### config.mk
export PLATFORM = sky130hd
export DESIGN_NAME = mwsm_limit
export DESIGN_NICKNAME = d
export VERILOG_FILES = /design/src/design/mwsm_pkg.sv /design/src/design/mwsm_limit.sv
export SDC_FILE = /design/constraint.sdc
export NUM_CORES = 2
export LEC_CHECK = 0
export ABC_CLOCK_PERIOD_IN_PS = 17900
export BUFFER_PORTS_ARGS = -buffer_cell sky130_fd_sc_hd__buf_2
export CORE_ASPECT_RATIO = 0.9
export CORE_MARGIN = 4
export CORE_UTILIZATION = 31
export CTS_CLUSTER_SIZE = 24
export DETAILED_ROUTE_END_ITERATION = 16
export MAX_ROUTING_LAYER = met4
export PLACE_DENSITY = 0.45
export SETUP_SLACK_MARGIN = 0.15
export SYNTH_ARGS = -nofsm -noshare
export SYNTH_HDL_FRONTEND = slang
export SYNTH_SLANG_ARGS = --single-unit
### constraint.sdc
create_clock -name i_clk -period 17.9 [get_ports i_clk]
set_input_delay 0 -clock i_clk [delete_from_list [all_inputs] [get_ports i_clk]]
set_output_delay 0 -clock i_clk [all_outputs]
set_load 0.01 [all_outputs]
### src/design/mwsm_pkg.sv
// ----------------------------------------------------------------------------
// Mecanum mixer package
// Widths, register indexes, reset values and inter-stage types.
// ----------------------------------------------------------------------------
package mwsm_pkg;

    localparam int SPD_W      = 16;
    localparam int FACTOR_W   = 16;
    localparam int LIMIT_W    = 15;
    localparam int MAP_W      = 8;
    localparam int CFG_IDX_W  = 3;
    localparam int CFG_DATA_W = 16;
    localparam int NUM_WHEELS = 4;

    // pipeline depth: mixer, limiter, one divider step per quotient bit, output
    localparam int MIX_STAGES = 3;
    localparam int LIM_STAGES = 3;
    localparam int DIV_STEPS  = 16;
    localparam int LATENCY    = MIX_STAGES + LIM_STAGES + DIV_STEPS + 1;

    typedef enum logic [CFG_IDX_W-1:0] {
        CFG_SPEED_TO_RPM   = 3'd0,
        CFG_TURN_TO_RPM    = 3'd1,
        CFG_RPM_LIMIT      = 3'd2,
        CFG_REVERSE_ALL    = 3'd3,
        CFG_WHEEL_MAP      = 3'd4,
        CFG_LATERAL_ENABLE = 3'd5
    } t_cfg_idx;

    localparam logic [FACTOR_W-1:0] RST_SPEED_TO_RPM = 16'd256;
    localparam logic [FACTOR_W-1:0] RST_TURN_TO_RPM  = 16'd256;
    localparam logic [LIMIT_W-1:0]  RST_RPM_LIMIT    = 15'd32767;
    localparam logic [MAP_W-1:0]    RST_WHEEL_MAP    = 8'd228;

    localparam logic signed [SPD_W-1:0] SPD_MAX = 16'sh7fff;
    localparam logic signed [SPD_W-1:0] SPD_MIN = 16'sh8000;

    typedef logic signed [SPD_W-1:0] t_speed;

    typedef struct packed {
        logic [FACTOR_W-1:0] speed_to_rpm;
        logic [FACTOR_W-1:0] turn_to_rpm;
        logic [LIMIT_W-1:0]  rpm_limit;
        logic                reverse_all;
        logic [MAP_W-1:0]    wheel_map;
        logic                lateral_enable;
    } t_cfg;

    // mapped and, if enabled, reversed slot speeds leaving the mixer
    typedef struct packed {
        logic                        vld;
        t_speed [NUM_WHEELS-1:0]     slot;
    } t_mix_out;

    // one divider step per stage; lo shifts dividend bits out, quotient bits in
    typedef struct packed {
        logic                              vld;
        logic                              limited;
        logic [NUM_WHEELS-1:0]             neg;
        logic [SPD_W-1:0]                  divisor;
        logic [NUM_WHEELS-1:0][SPD_W-1:0]  rem;
        logic [NUM_WHEELS-1:0][SPD_W-1:0]  lo;
    } t_div_pipe;

endpackage

### src/design/mwsm_limit.sv
// ----------------------------------------------------------------------------
// Mecanum mixer limiter
// Finds the peak magnitude, picks the scale and forms divider operands.
// ----------------------------------------------------------------------------
module mwsm_limit (
    input  logic                          i_clk,
    input  logic                          i_rst_n,
    input  mwsm_pkg::t_mix_out            i_mix,
    input  logic [mwsm_pkg::LIMIT_W-1:0]  i_rpm_limit,
    output mwsm_pkg::t_div_pipe           o_div
);
    import mwsm_pkg::*;

    // stage D: magnitudes
    logic                                r_d_vld;
    logic [NUM_WHEELS-1:0]               r_d_neg, n_d_neg;
    logic [NUM_WHEELS-1:0][SPD_W-1:0]    r_d_mag, n_d_mag;

    // stage E: peak and scale selection
    logic                                r_e_vld;
    logic                                r_e_limited, n_e_limited;
    logic [NUM_WHEELS-1:0]               r_e_neg;
    logic [NUM_WHEELS-1:0][SPD_W-1:0]    r_e_mag;
    logic [LIMIT_W-1:0]                  r_e_mult, n_e_mult;
    logic [SPD_W-1:0]                    r_e_div, n_e_div;

    // stage F: products into the divider
    t_div_pipe r_f, n_f;

    always_comb begin
        for (int i = 0; i < NUM_WHEELS; i++) begin
            n_d_neg[i] = i_mix.slot[i][SPD_W-1];
            n_d_mag[i] = n_d_neg[i] ? SPD_W'(-i_mix.slot[i]) : SPD_W'(i_mix.slot[i]);
        end
    end

    always_comb begin
        logic [SPD_W-1:0] p01, p23, peak;
        p01  = (r_d_mag[0] > r_d_mag[1]) ? r_d_mag[0] : r_d_mag[1];
        p23  = (r_d_mag[2] > r_d_mag[3]) ? r_d_mag[2] : r_d_mag[3];
        peak = (p01 > p23) ? p01 : p23;
        n_e_limited = peak > {1'b0, i_rpm_limit};
        // unity scale keeps the slot unchanged through the divider
        n_e_mult = n_e_limited ? i_rpm_limit : LIMIT_W'(1);
        n_e_div  = n_e_limited ? peak : SPD_W'(1);
    end

    always_comb begin
        logic [29:0] prod;
        n_f.vld     = r_e_vld;
        n_f.limited = r_e_limited;
        n_f.neg     = r_e_neg;
        n_f.divisor = r_e_div;
        for (int i = 0; i < NUM_WHEELS; i++) begin
            prod = {14'b0, r_e_mag[i]} * {15'b0, r_e_mult};
            n_f.rem[i] = {2'b0, prod[29:16]};
            n_f.lo[i]  = prod[15:0];
        end
    end

    always_ff @(posedge i_clk) begin
        if (!i_rst_n) begin
            r_d_vld <= 1'b0;
            r_e_vld <= 1'b0;
            r_f.vld <= 1'b0;
        end else begin
            r_d_vld <= i_mix.vld;
            r_e_vld <= r_d_vld;
            r_f.vld <= n_f.vld;
        end
        r_d_neg     <= n_d_neg;
        r_d_mag     <= n_d_mag;
        r_e_limited <= n_e_limited;
        r_e_neg     <= r_d_neg;
        r_e_mag     <= r_d_mag;
        r_e_mult    <= n_e_mult;
        r_e_div     <= n_e_div;
        r_f.limited <= n_f.limited;
        r_f.neg     <= n_f.neg;
        r_f.divisor <= n_f.divisor;
        r_f.rem     <= n_f.rem;
        r_f.lo      <= n_f.lo;
    end

    assign o_div = r_f;

endmodule

==> run_results.csv <==
group,metric,value,unit
floorplan,rows,124,
sta,fmax,137,MHz
route,drt_iter0_drc,1261,
sta,whs,129,ps
synth,synthDistinctLibCells,67,
synth,synth-simple-area-share,0.155,
route,vias,28930,
clocking,cts_max_level,2,
critical_path,worstPathCellList,"buf_4 > nand2_1 > fa_1 > inv_1 > fa_1 > fa_1 > inv_1 > fa_1 > fa_1 > inv_1 > fa_1 > ha_1 > o21ai_0 > a211oi_1 > nand3_1 > a21boi_0 > a31oi_1 > o311a_1 > o21ai_0 > a21oi_1 > xnor2_1",
critical_path,worstSetupPathType,"register to register",
global_route,grt-ovfl-total,0,
route,via_per_inst,4.61,
synth,netlist_area,40100,sq um
cells_and_area,final_common_cell,"inv_1",
floorplan,start_util,0.314,
route,ant_nets,0,
floorplan,die_h,349,um
synth,ys_dominant_reg_cell,"dfxtp_1",
run,maxCapViolations,0,
sta,report.final.slew_viol_count,0,
placed_design,placed_area,42900,sq um
critical_path,crit_path_frequent_cell,"fa_1",
critical_path,crit_arrival,7770,ps
route,wl_per_cell,18.5,um
global_route,grt_pass1_wl,187,mm
floorplan,die_area,135000,sq um
floorplan,die_w,387,um
floorplan,pin_count,232,
status,status,"complete, no violations",
placed_design,place.gp.congestion,0.852,
synth,ys_seq_area_frac,0.156,
placed_design,numPortBuffers,223,
clocking,post_cts_buffers,0,
min_path,hp-class,"input pin to register",
cells_and_area,drive_gt1_frac,0.0824,
cells_and_area,fin_nets,5759,
synth,yosys.area_share.adder,0.492,
route,met2_length,51.3,mm
sta,fin_worst_skew,33.8,ps
synth,synth_compound_area_frac,0.0609,
sta,finalHoldViolations,0,
critical_path,critPathMaxStageDelay,630,ps
sta,final.setup.tns,0,ps
global_route,grt_pass1_vias,31196,
route,highest_layer,"met4",
cells_and_area,finalNonFillerCells,6274,
clocking,root_buffer,"clkbuf_16",
synth,syn-instance-count,4273,
synth,ys_seq_elements,312,
synth,synth-edff-count,0,
sta,period_minus_slack,7280,ps
critical_path,end_kind,"register",
critical_path,critPathSlowestCell,"buf_4",
clocking,insertion_delay,640,ps
sta,worst_slew_pin_slew,1140,ps
clocking,clkTransAtPathRegs,60,ps
synth,synth_top_family_by_area,"adder cells",
route,met3_length,5.20,mm
cells_and_area,syn2layout_area_growth,14.1,%
clocking,cts_tree,"yes",
global_route,antenna_found_initial,12,
sta,rsz0062_at_grt,"no",
global_route,grt_use_total,0.181,
route,drc,0,
floorplan,core_area,128000,sq um
critical_path,worstPathMaxFanout,48,
global_route,grt_max_degree,65,
sta,relSlewSlack,0.238,
cells_and_area,final_cell_mix,"inv_1, fa_1, nand2_1",
clocking,cts_buffers,43,
synth,synth.area.mux_share,0.00900,
placed_design,dp_cells,6052,
placed_design,dp_hpwl,89.9,mm
synth,synthXorXnorAreaFrac,0.0363,
synth,yosysWarnings,0,
clocking,clock-sinks,312,
route,wl,116,mm
route,drt_pass1_iterations,5,
critical_path,crit_required,18390,ps
synth,synthArstFlopShare,0,
route,wl_met1,57.8,mm
cells_and_area,final_area,45700,sq um
sta,setup_viol,0,
synth,synth.avg_cell_area,9.37,sq um
sta,post-route-period-util,0.407,
clocking,clk_path_buf_depth,3,
critical_path,critPathLaunchType,"register",
[synthesized netlist by cell type (4+ instances only)]
library cell,count,area (sq um)
inv_1,754,2830
fa_1,716,14300
nand2_1,640,2400
ha_1,431,5390
and2_1,412,2580
dfxtp_1,312,6250
clkbuf_1,176,661
xnor2_1,131,1150
a21oi_1,116,581
nor2_1,82,308
o21ai_0,70,350
a21o_1,67,503
xor2_1,35,307
nor2b_1,25,156
nand3_1,24,120
o21bai_1,19,143
mux2i_1,18,180
nor3_1,18,90.1
o21a_1,18,135
nand4_1,17,106
mux2_2,16,180
nand2b_1,16,100
o31ai_1,15,113
a31oi_1,12,75.1
or3_1,12,75.1
buf_4,11,82.6
a211oi_1,10,75.1
and3_1,8,50.1
o211ai_1,7,52.6
buf_2,6,30.0
nor4b_1,6,52.6
nor4_1,5,31.3
o21ai_1,5,25.0
a2111oi_0,4,35.0
a31o_2,4,35.0
o221ai_1,4,35.0
o41ai_1,4,35.0
[per-layer routing]
| metal | GRT usage | vias to the layer above |
|---|---|---|
| met5 | - | - |
| met4 | 0.0286 | 0 |
| met3 | 0.0268 | 89 |
| met2 | 0.276 | 513 |
| met1 | 0.261 | 14736 |
| li1 | - | 13592 |
[kinds of logic (layout without fill, tap and decap cells)]
| kind of cell | count (synthesis) | count (layout) |
|---|---|---|
| compound gates | 381 | 381 |
| xor+xnor | 166 | 166 |
| fa+ha+maj | 1147 | 1147 |
| buf+inv | 948 | 1231 |
| flops | 312 | 312 |
| mux | 34 | 34 |
| other cells | 1 | 18 |
| simple gates | 1284 | 1284 |
[path summary, 6_finish.rpt]
check / start / endpoint / slack [ps] / depth (start not counted)
max: r_e_mult[4] / o_div[109] / 10620 / 21
min: i_rst_n / r_e_vld / 130 / 3
max reg2reg: r_e_mult[4] / o_div[109] / 10620 / 21
min reg2reg: r_e_neg[0] / o_div[144] / 320 / 0
[metrics by stage]
step / setup slack [ps] / utilization
6_report: 10620 / 0.358
3_3_place_gp: 10670 / 0.336
3_5_place_dp: 10680 / 0.336
4_1_cts: 10620 / 0.358
2_1_floorplan: 11960 / -
5_1_grt: 9910 / 0.358
[worst max-delay path, delay by kind of cell (launching register included)]
| family | cells | cell delay, ps |
|---|---|---|
| AOI/OAI and AO/OA | 7 | 1940 |
| and+or+nand+nor | 2 | 320 |
| DFF | 1 | 610 |
| xor gates and xnor gates | 1 | 120 |
| buffers and inverters | 4 | 790 |
| adders and majority gates | 7 | 3300 |
[final cells by class]
class / count / area (sq um)
Fill cell: 13181 / 82000
Tap cell: 1701 / 2130
Sequential cell: 312 / 6260
Clock inverter: 26 / 313
Multi-Input combinational cell: 3020 / 30200
Inverter: 754 / 2830
Antenna cell: 10 / 25.0
Clock buffer: 52 / 1150
Timing Repair Buffer: 399 / 2770
[state kept, by name, summed over array words and instances (netlist names)]
signal,flops
r_e_mag,64
r_d_mag,64
r_e_vld,1
o_div,142
r_d_neg,4
r_e_mult,15
r_e_div,16
r_e_neg,4
r_e_limited,1
r_d_vld,1
[timing repair]
item / 4_1_cts / 5_1_grt
resized for setup: 0 / 0
hold buffers: 134 / 0
endpoints found under the hold margin: 86 / 0
Power is left out: the tool's default activity adds up to more than one toggle a clock period on the data nets, which glitch-free logic cannot reach.
