==> config.mk <==
export PLATFORM = sky130hd
export DESIGN_NAME = mwsm_div_stage
export DESIGN_NICKNAME = d
export VERILOG_FILES = /design/src/design/mwsm_pkg.sv /design/src/design/mwsm_div_stage.sv
export SDC_FILE = /design/constraint.sdc
export NUM_CORES = 1
export LEC_CHECK = 0
export ABC_AREA = 1
export BUFFER_PORTS_ARGS = -buffer_cell sky130_fd_sc_hd__buf_2
export CORE_MARGIN = 2
export CORE_UTILIZATION = 50
export DETAILED_ROUTE_END_ITERATION = 8
export GPL_TIMING_DRIVEN = 0
export PLACE_DENSITY = 0.87
export SLEW_MARGIN = 20
export SYNTH_ARGS = -nofsm -noshare
export SYNTH_HDL_FRONTEND = slang
export SYNTH_SLANG_ARGS = --single-unit
==> constraint.sdc <==
create_clock -name i_clk -period 2.6 [get_ports i_clk]
set_clock_uncertainty 0.05 [all_clocks]
set_input_delay 0.26 -clock i_clk [delete_from_list [all_inputs] [get_ports i_clk]]
set_output_delay 0.26 -clock i_clk [all_outputs]
set_load 0.02 [all_outputs]
==> src/design/mwsm_pkg.sv <==
// ----------------------------------------------------------------------------
// Mecanum mixer package
// Widths, register indexes, reset values and inter-stage types.
// ----------------------------------------------------------------------------
package mwsm_pkg;

    localparam int SPD_W      = 16;
    localparam int FACTOR_W   = 16;
    localparam int LIMIT_W    = 15;
    localparam int MAP_W      = 8;
    localparam int CFG_IDX_W  = 3;
    localparam int CFG_DATA_W = 16;
    localparam int NUM_WHEELS = 4;

    // pipeline depth: mixer, limiter, one divider step per quotient bit, output
    localparam int MIX_STAGES = 3;
    localparam int LIM_STAGES = 3;
    localparam int DIV_STEPS  = 16;
    localparam int LATENCY    = MIX_STAGES + LIM_STAGES + DIV_STEPS + 1;

    typedef enum logic [CFG_IDX_W-1:0] {
        CFG_SPEED_TO_RPM   = 3'd0,
        CFG_TURN_TO_RPM    = 3'd1,
        CFG_RPM_LIMIT      = 3'd2,
        CFG_REVERSE_ALL    = 3'd3,
        CFG_WHEEL_MAP      = 3'd4,
        CFG_LATERAL_ENABLE = 3'd5
    } t_cfg_idx;

    localparam logic [FACTOR_W-1:0] RST_SPEED_TO_RPM = 16'd256;
    localparam logic [FACTOR_W-1:0] RST_TURN_TO_RPM  = 16'd256;
    localparam logic [LIMIT_W-1:0]  RST_RPM_LIMIT    = 15'd32767;
    localparam logic [MAP_W-1:0]    RST_WHEEL_MAP    = 8'd228;

    localparam logic signed [SPD_W-1:0] SPD_MAX = 16'sh7fff;
    localparam logic signed [SPD_W-1:0] SPD_MIN = 16'sh8000;

    typedef logic signed [SPD_W-1:0] t_speed;

    typedef struct packed {
        logic [FACTOR_W-1:0] speed_to_rpm;
        logic [FACTOR_W-1:0] turn_to_rpm;
        logic [LIMIT_W-1:0]  rpm_limit;
        logic                reverse_all;
        logic [MAP_W-1:0]    wheel_map;
        logic                lateral_enable;
    } t_cfg;

    // mapped and, if enabled, reversed slot speeds leaving the mixer
    typedef struct packed {
        logic                        vld;
        t_speed [NUM_WHEELS-1:0]     slot;
    } t_mix_out;

    // one divider step per stage; lo shifts dividend bits out, quotient bits in
    typedef struct packed {
        logic                              vld;
        logic                              limited;
        logic [NUM_WHEELS-1:0]             neg;
        logic [SPD_W-1:0]                  divisor;
        logic [NUM_WHEELS-1:0][SPD_W-1:0]  rem;
        logic [NUM_WHEELS-1:0][SPD_W-1:0]  lo;
    } t_div_pipe;

endpackage

==> src/design/mwsm_div_stage.sv <==
// ----------------------------------------------------------------------------
// Mecanum mixer divider step
// One restoring division step for all four lanes, registered.
// ----------------------------------------------------------------------------
module mwsm_div_stage (
    input  logic                 i_clk,
    input  logic                 i_rst_n,
    input  mwsm_pkg::t_div_pipe  i_p,
    output mwsm_pkg::t_div_pipe  o_p
);
    import mwsm_pkg::*;

    t_div_pipe r_p, n_p;

    always_comb begin
        logic [SPD_W:0] trial;
        logic           ge;
        n_p = i_p;
        for (int i = 0; i < NUM_WHEELS; i++) begin
            trial = {i_p.rem[i], i_p.lo[i][SPD_W-1]};
            ge    = trial >= {1'b0, i_p.divisor};
            n_p.rem[i] = ge ? SPD_W'(trial - {1'b0, i_p.divisor}) : trial[SPD_W-1:0];
            n_p.lo[i]  = {i_p.lo[i][SPD_W-2:0], ge};
        end
    end

    always_ff @(posedge i_clk) begin
        if (!i_rst_n) begin
            r_p.vld <= 1'b0;
        end else begin
            r_p.vld <= n_p.vld;
        end
        r_p.limited <= n_p.limited;
        r_p.neg     <= n_p.neg;
        r_p.divisor <= n_p.divisor;
        r_p.rem     <= n_p.rem;
        r_p.lo      <= n_p.lo;
    end

    assign o_p = r_p;

endmodule

==> results.yml, run 1 <==
finish:
  multiInputGateArea_um2: 4434
  final_nets: 1843
  antennaDiodeCount: 0
  drive_above_1_share_pct: 24.33
  fill_cells: 1234
  area_growth_pct: 40.43
  largest_reg_flops: 150
  regArea_um2: 3003
floorplanning:
  fp.dieH_um: 132.8
  start_util_pct: 50.57
  core_um2: 16410
  rows: 47
  dieArea_um2: 17640
  die_w_um: 132.8
  ios: 302
setup_path:
  critPathRequiredTime_ns: 2.85
  cp_max_fo: 10
  cp-start-kind: "primary input"
  end_kind: "register"
  crit_type: "primary input to register"
  crit_arrival_ns: 2.78
sta:
  finalCriticalPeriod_ns: 2.530
  finalSetupViolCount: 0
  tightest_slew_ns: 0.3917
  hold_viol_final: 0
  slew_headroom_pct: 73.86
  setup-tns-final_ns: 0
  finalCritPeriodShare_pct: 97.30
  max_freq_ghz: 0.3953
  drv_slew: 0
  rsz0062_at_grt: "no"
routing:
  wire_per_inst_um: 16.51
  vias: 9274
  wl_um: 30640
  drc: 0
  postRouteAntennaNets: 0
  detail_route.iter0.violations: 741
  via_per_inst: 4.997
  drtPass1Iterations: 6
clocking:
  clock_path_buffers: 2
  cts_tree: "yes"
  cts_buffers: 17
  clock_sinks: 150
  clk_pin_slew_ns: 0.07
  h-tree-depth: 4
  cts_root_buf: "clkbuf_16"
power_and_ir_drop:
  power_density_nw_per_um2: 640.4
  vdd_drop_max_uv: 481.8
  power_mw: 7.462
  p_leak_nw: 6.796
hold_path:
  holdCritStartpoint: "i_p[77]"
  hp-class: "primary input to register"
  hold_end: "o_p[78]"
  whs_path_depth: 3
global_routing:
  grt_max_degree: 17
  grt_pass1_vias: 8662
  overflow: 0
  antenna_found_initial: 0
  grt_pass1_wl_um: 45970
  grt_usage_pct: 33.83
yosys:
  synth_top_cell_by_area: "dfxtp_1"
  synth_top_area_share_pct: 36.19
  syn_area_um2: 8297
  synth.avg_cell_area_um2: 6.840
  synth_seq_area_share_pct: 36.19
  ys_seq_elements: 150
  syn_nets: 1433
  synth.area.top_cells: "dfxtp_1, nand2_1, ha_1"
  ys_types: 34
  yosysWarnings: 0
  synthCells: 1213
outcome:
  status: "finished, final reports clean"
placement:
  place_congestion: 0.9863
  hpwl_um: 21120
  io_buffer_count: 301
flow_run:
  drv_cap: 0
kinds of logic after synthesis:
kind of cell             share of synthesized area (%)
AND/OR/NAND/NOR                                  36.75
AO/OA/AOI/OAI                                    3.061
flip-flops                                       36.19
buffers and inverters                            10.84
adder cells (fa/ha/maj)                          10.62
XOR/XNOR                                         2.534
worst max-delay path, stage by stage:
cell and delay (ns):
dlygate4sd3_1 0.56, buf_2 0.15, clkinvlp_4 0.27, ha_2 0.41, nand2_2 0.10, inv_2 0.04
nand2_1 0.09, nor2_2 0.06, nand3_1 0.08, nand2_2 0.06, nor2_4 0.24, nand2_4 0.14
buf_6 0.17, nand2_1 0.08, nand2_1 0.09
cell type report:
type	instances	area share (%)
multi-input combinational	841	38.06
sequential	150	25.77
timing repair buffer	391	20.66
inverter	209	6.862
clock buffer	17	3.651
tap	220	2.363
clock inverter	15	1.600
buffer	13	1.031
stage by stage:
stage / cell area (um^2) / hold slack [ns] / worst slack, ns / utilization [%] / cells
after global routing: 11650 / 0.02826 / 0.007276 / 71.01 / 1856
after floorplan: 8297 / 0.2377 / 0.8861 / - / 1213
after CTS: 11580 / 0.001458 / 0.1614 / 70.59 / 1855
after detailed placement: 10080 / 0.3136 / 0.2650 / 61.43 / 1734
after global placement: 10080 / 0.3119 / 0.2880 / 61.43 / 1734
final: 11650 / 0.02120 / 0.07017 / 71.01 / 1856
report_power, final:
group | leakage [nW] | switching, mW | internal, mW
combinational | 5.23 | 1.40 | 0.798
sequential | 1.26 | 0.0749 | 2.56
clock | 0.299 | 1.17 | 1.46
synth_stat cells:
cell        n
or2_2       2
nand2_2    12
o21ai_0     2
o21a_1      3
nand2_1   488
a21oi_1    36
o21bai_1    4
xor2_1     19
buf_12      1
nor3b_2     1
nand3_4     1
a21boi_2    1
nand3_2     8
xnor2_1     5
ha_1       64
and2_1      3
nor3_2      1
nand3_1    95
fa_1        4
nor3_1     10
inv_2       4
nor2_1     40
inv_1     205
or2_1       1
buf_4       4
nor4_1      1
nand3b_1   10
nand2_4     4
buf_2       4
buf_6       4
dfxtp_1   150
nand4_1    16
nor2_2      6
nor2_4      4
worst max path at each step:
stage,start,endpoint,cells past startpoint
finish,i_p[138],o_p[103],15
global route,i_p[131],o_p[116],15
CTS,i_p[138],o_p[116],15
detailed placement,i_p[138],o_p[88],14
global placement,i_p[142],o_p[108],11
floorplan,i_p[139],o_p[100],13
layout by cell type, fill, tap and decap left out, types with 4 or more instances in the layout:
| cell type | instances |
|---|---|
| inv_6 | 4 |
| buf_2 | 303 |
| xor2_1 | 19 |
| clkbuf_16 | 17 |
| nor2_1 | 40 |
| nand2_2 | 12 |
| nand4_1 | 16 |
| dfxtp_1 | 150 |
| inv_1 | 201 |
| nor2_2 | 6 |
| nand2_1 | 488 |
| a21oi_1 | 36 |
| inv_8 | 4 |
| nand3_1 | 95 |
| dlygate4sd3_1 | 90 |
| buf_4 | 4 |
| xnor2_1 | 5 |
| nand3b_1 | 10 |
| fa_1 | 4 |
| o21bai_1 | 4 |
| nor3_1 | 10 |
| nand3_2 | 8 |
| nand2_4 | 4 |
| ha_1 | 60 |
| buf_6 | 4 |
| nor2_4 | 4 |
| clkinvlp_4 | 5 |
| inv_2 | 4 |
layer usage:
layer  vias up  global-route usage [%]  routed length (um)
met4         0                   20.25                1765
li1       4567                       -                   -
met5         -                       0                   0
met3       106                   7.433                2175
met1      4143                   39.15               12060
met2       458                   57.34               14640
repair_timing:
action                                 CTS  global route
endpoints found under the hold margin   88             1
setup buffers                            0             0
resized for setup                        0            10
hold buffers                            89             1
setup endpoints to repair                0             8
Power figures use the tool's default switching activity.
==> run 2: changes to the inputs <==
CTS_BUF_LIST = sky130_fd_sc_hd__clkbuf_8   (was unset)
==> results.yml, run 2 (synthesis gave the netlist of run 1 again) <==
setup_path:
  crit_type: "primary input to register"
  end_kind: "register"
  cp_max_fo: 10
  cp_top_family: "buffers and inverters"
  max_stage_delay_ns: 0.56
  crit_start: "i_p[134]"
  path_cells: "dlygate4sd3_1, buf_2, clkinvlp_4, ha_1, nand2_1, nand2_1, nand2_1, nand2_1, inv_1, nand3_2, nand3_4, clkbuf_4, nand3_1, nand2_1"
  critPathRequiredTime_ns: 2.91
  slowest_stage: "dlygate4sd3_1"
  crit_arrival_ns: 2.86
  worstSetupEndpoint: "o_p[88]"
  path_buf_inv: 5
  cp-start-kind: "primary input"
  worst_path_most_repeated_cell: "nand2_1"
  path_depth: 14
placement:
  dpl.cell_count: 1734
  place_congestion: 0.9863
  pre_cts_slack_ns: 0.2650
  io_buffer_count: 301
  place_area_um2: 10080
  hpwl_um: 21120
routing:
  wire_per_inst_um: 16.83
  wl_um: 31870
  postRouteAntennaNets: 0
  detail_route.iter0.violations: 795
  via_per_inst: 5.045
  drc: 0
  vias: 9556
  drtPass1Iterations: 6
sta:
  whs_ns: 0.02823
  max_freq_ghz: 0.3915
  setup-tns-final_ns: 0
  finalCriticalPeriod_ns: 2.554
  drv_slew: 0
  finalCritPeriodShare_pct: 98.23
  setup_ws_ns: 0.04590
  rsz0062_at_grt: "yes"
  hold_viol_final: 0
  slew_headroom_pct: 72.99
  finalSetupViolCount: 0
  tightest_slew_ns: 0.4047
clocking:
  cts_buffers: 17
  clock_sinks: 150
  clk_pin_slew_ns: 0.09
  cts_tree: "yes"
  cts_root_buf: "clkbuf_8"
  h-tree-depth: 4
  clock_path_buffers: 2
power_and_ir_drop:
  power_density_nw_per_um2: 582.3
  p_leak_nw: 6.870
  p_int_mw: 4.287
  pwr-share-clk_pct: 28.9
  switching_power_mw: 2.578
  vdd_drop_max_uv: 617.6
  sw_frac_of_total_pct: 37.55
  pwr-share-seq_pct: 38.4
  comb_power_share_pct: 32.7
  power_mw: 6.864
global_routing:
  grt_pass1_wl_um: 48680
  grt_usage_pct: 35.85
  grt_pass1_vias: 9167
  grt_max_degree: 17
  antenna_found_initial: 1
  overflow: 0
floorplanning:
  core_um2: 16410
  fp.dieH_um: 132.8
  rows: 47
  start_util_pct: 50.57
  dieArea_um2: 17640
  ios: 302
  die_w_um: 132.8
flow_run:
  drv_cap: 0
outcome:
  status: "finished, final reports clean"
finish:
  largest_reg_flops: 150
  fill_cells: 1235
  final_nets: 1880
  stdcell_area_um2: 11790
  final_common_cell: "nand2_1"
  final_cells: 1894
  drive_above_1_share_pct: 23.49
  area_growth_pct: 42.09
  final_cell_mix: "nand2_1, buf_2, inv_1"
  fin_util_pct: 71.85
hold_path:
  hp-class: "primary input to register"
  holdCritStartpoint: "i_p[113]"
[run 2: cell types whose count changed in the layout (fill, tap and decap cells not counted), sizes merged]
cell and change:
diode +1, inv +1, dlygate4sd3 +37, clkinvlp -1
[run 2: area by class of cell]
type	instances	area [um^2]	area share [%]
multi-input combinational	841	4394	37.27
buffer	13	120.1	1.019
antenna	1	2.502	0.02123
tap	220	275.3	2.335
sequential	150	3003	25.47
timing repair buffer	428	2778	23.56
clock inverter	15	186.4	1.581
inverter	209	795.8	6.750
clock buffer	17	234.0	1.985
[run 2: worst min-delay path, delay by kind of cell]
family                 cells  cell delay [ns]
buffers and inverters      1             0.11
and+or+nand+nor            2             0.13
[run 2: what timing repair did]
action	CTS	global route
setup endpoints to repair	0	5
hold buffers	126	1
gates resized for setup	0	5
hold endpoints to repair	125	1
setup buffers	0	0
[run 2: worst min-delay path by stage]
stage                    end  slack, ns  depth (start not counted)
floorplan            o_p[10]       0.24                          0
global placement     o_p[24]       0.31                          1
detailed placement    o_p[9]       0.31                          1
CTS                  o_p[88]     0.0004                          3
global route         o_p[95]       0.02                          3
finish              o_p[114]       0.03                          3
[run 2: metal layers]
layer | global-route usage [%] | vias up | share of wire [%]
met5 | 0 | - | 0
met4 | 24.13 | 0 | 7.5
met3 | 10.31 | 161 | 9.2
met2 | 59.73 | 525 | 46
met1 | 39.75 | 4237 | 37
li1 | - | 4633 | -
[run 2: power groups by stage]
stage | Combinational [mW] | Clock, mW | Sequential (mW)
global route | 2.44 | 2.08 | 2.65
floorplan | 0.987 | 0 | 3.01
CTS | 2.17 | 1.98 | 2.62
detailed placement | 2.01 | 0 | 2.67
global placement | 1.97 | 0 | 2.66
finish | 2.24 | 1.98 | 2.64
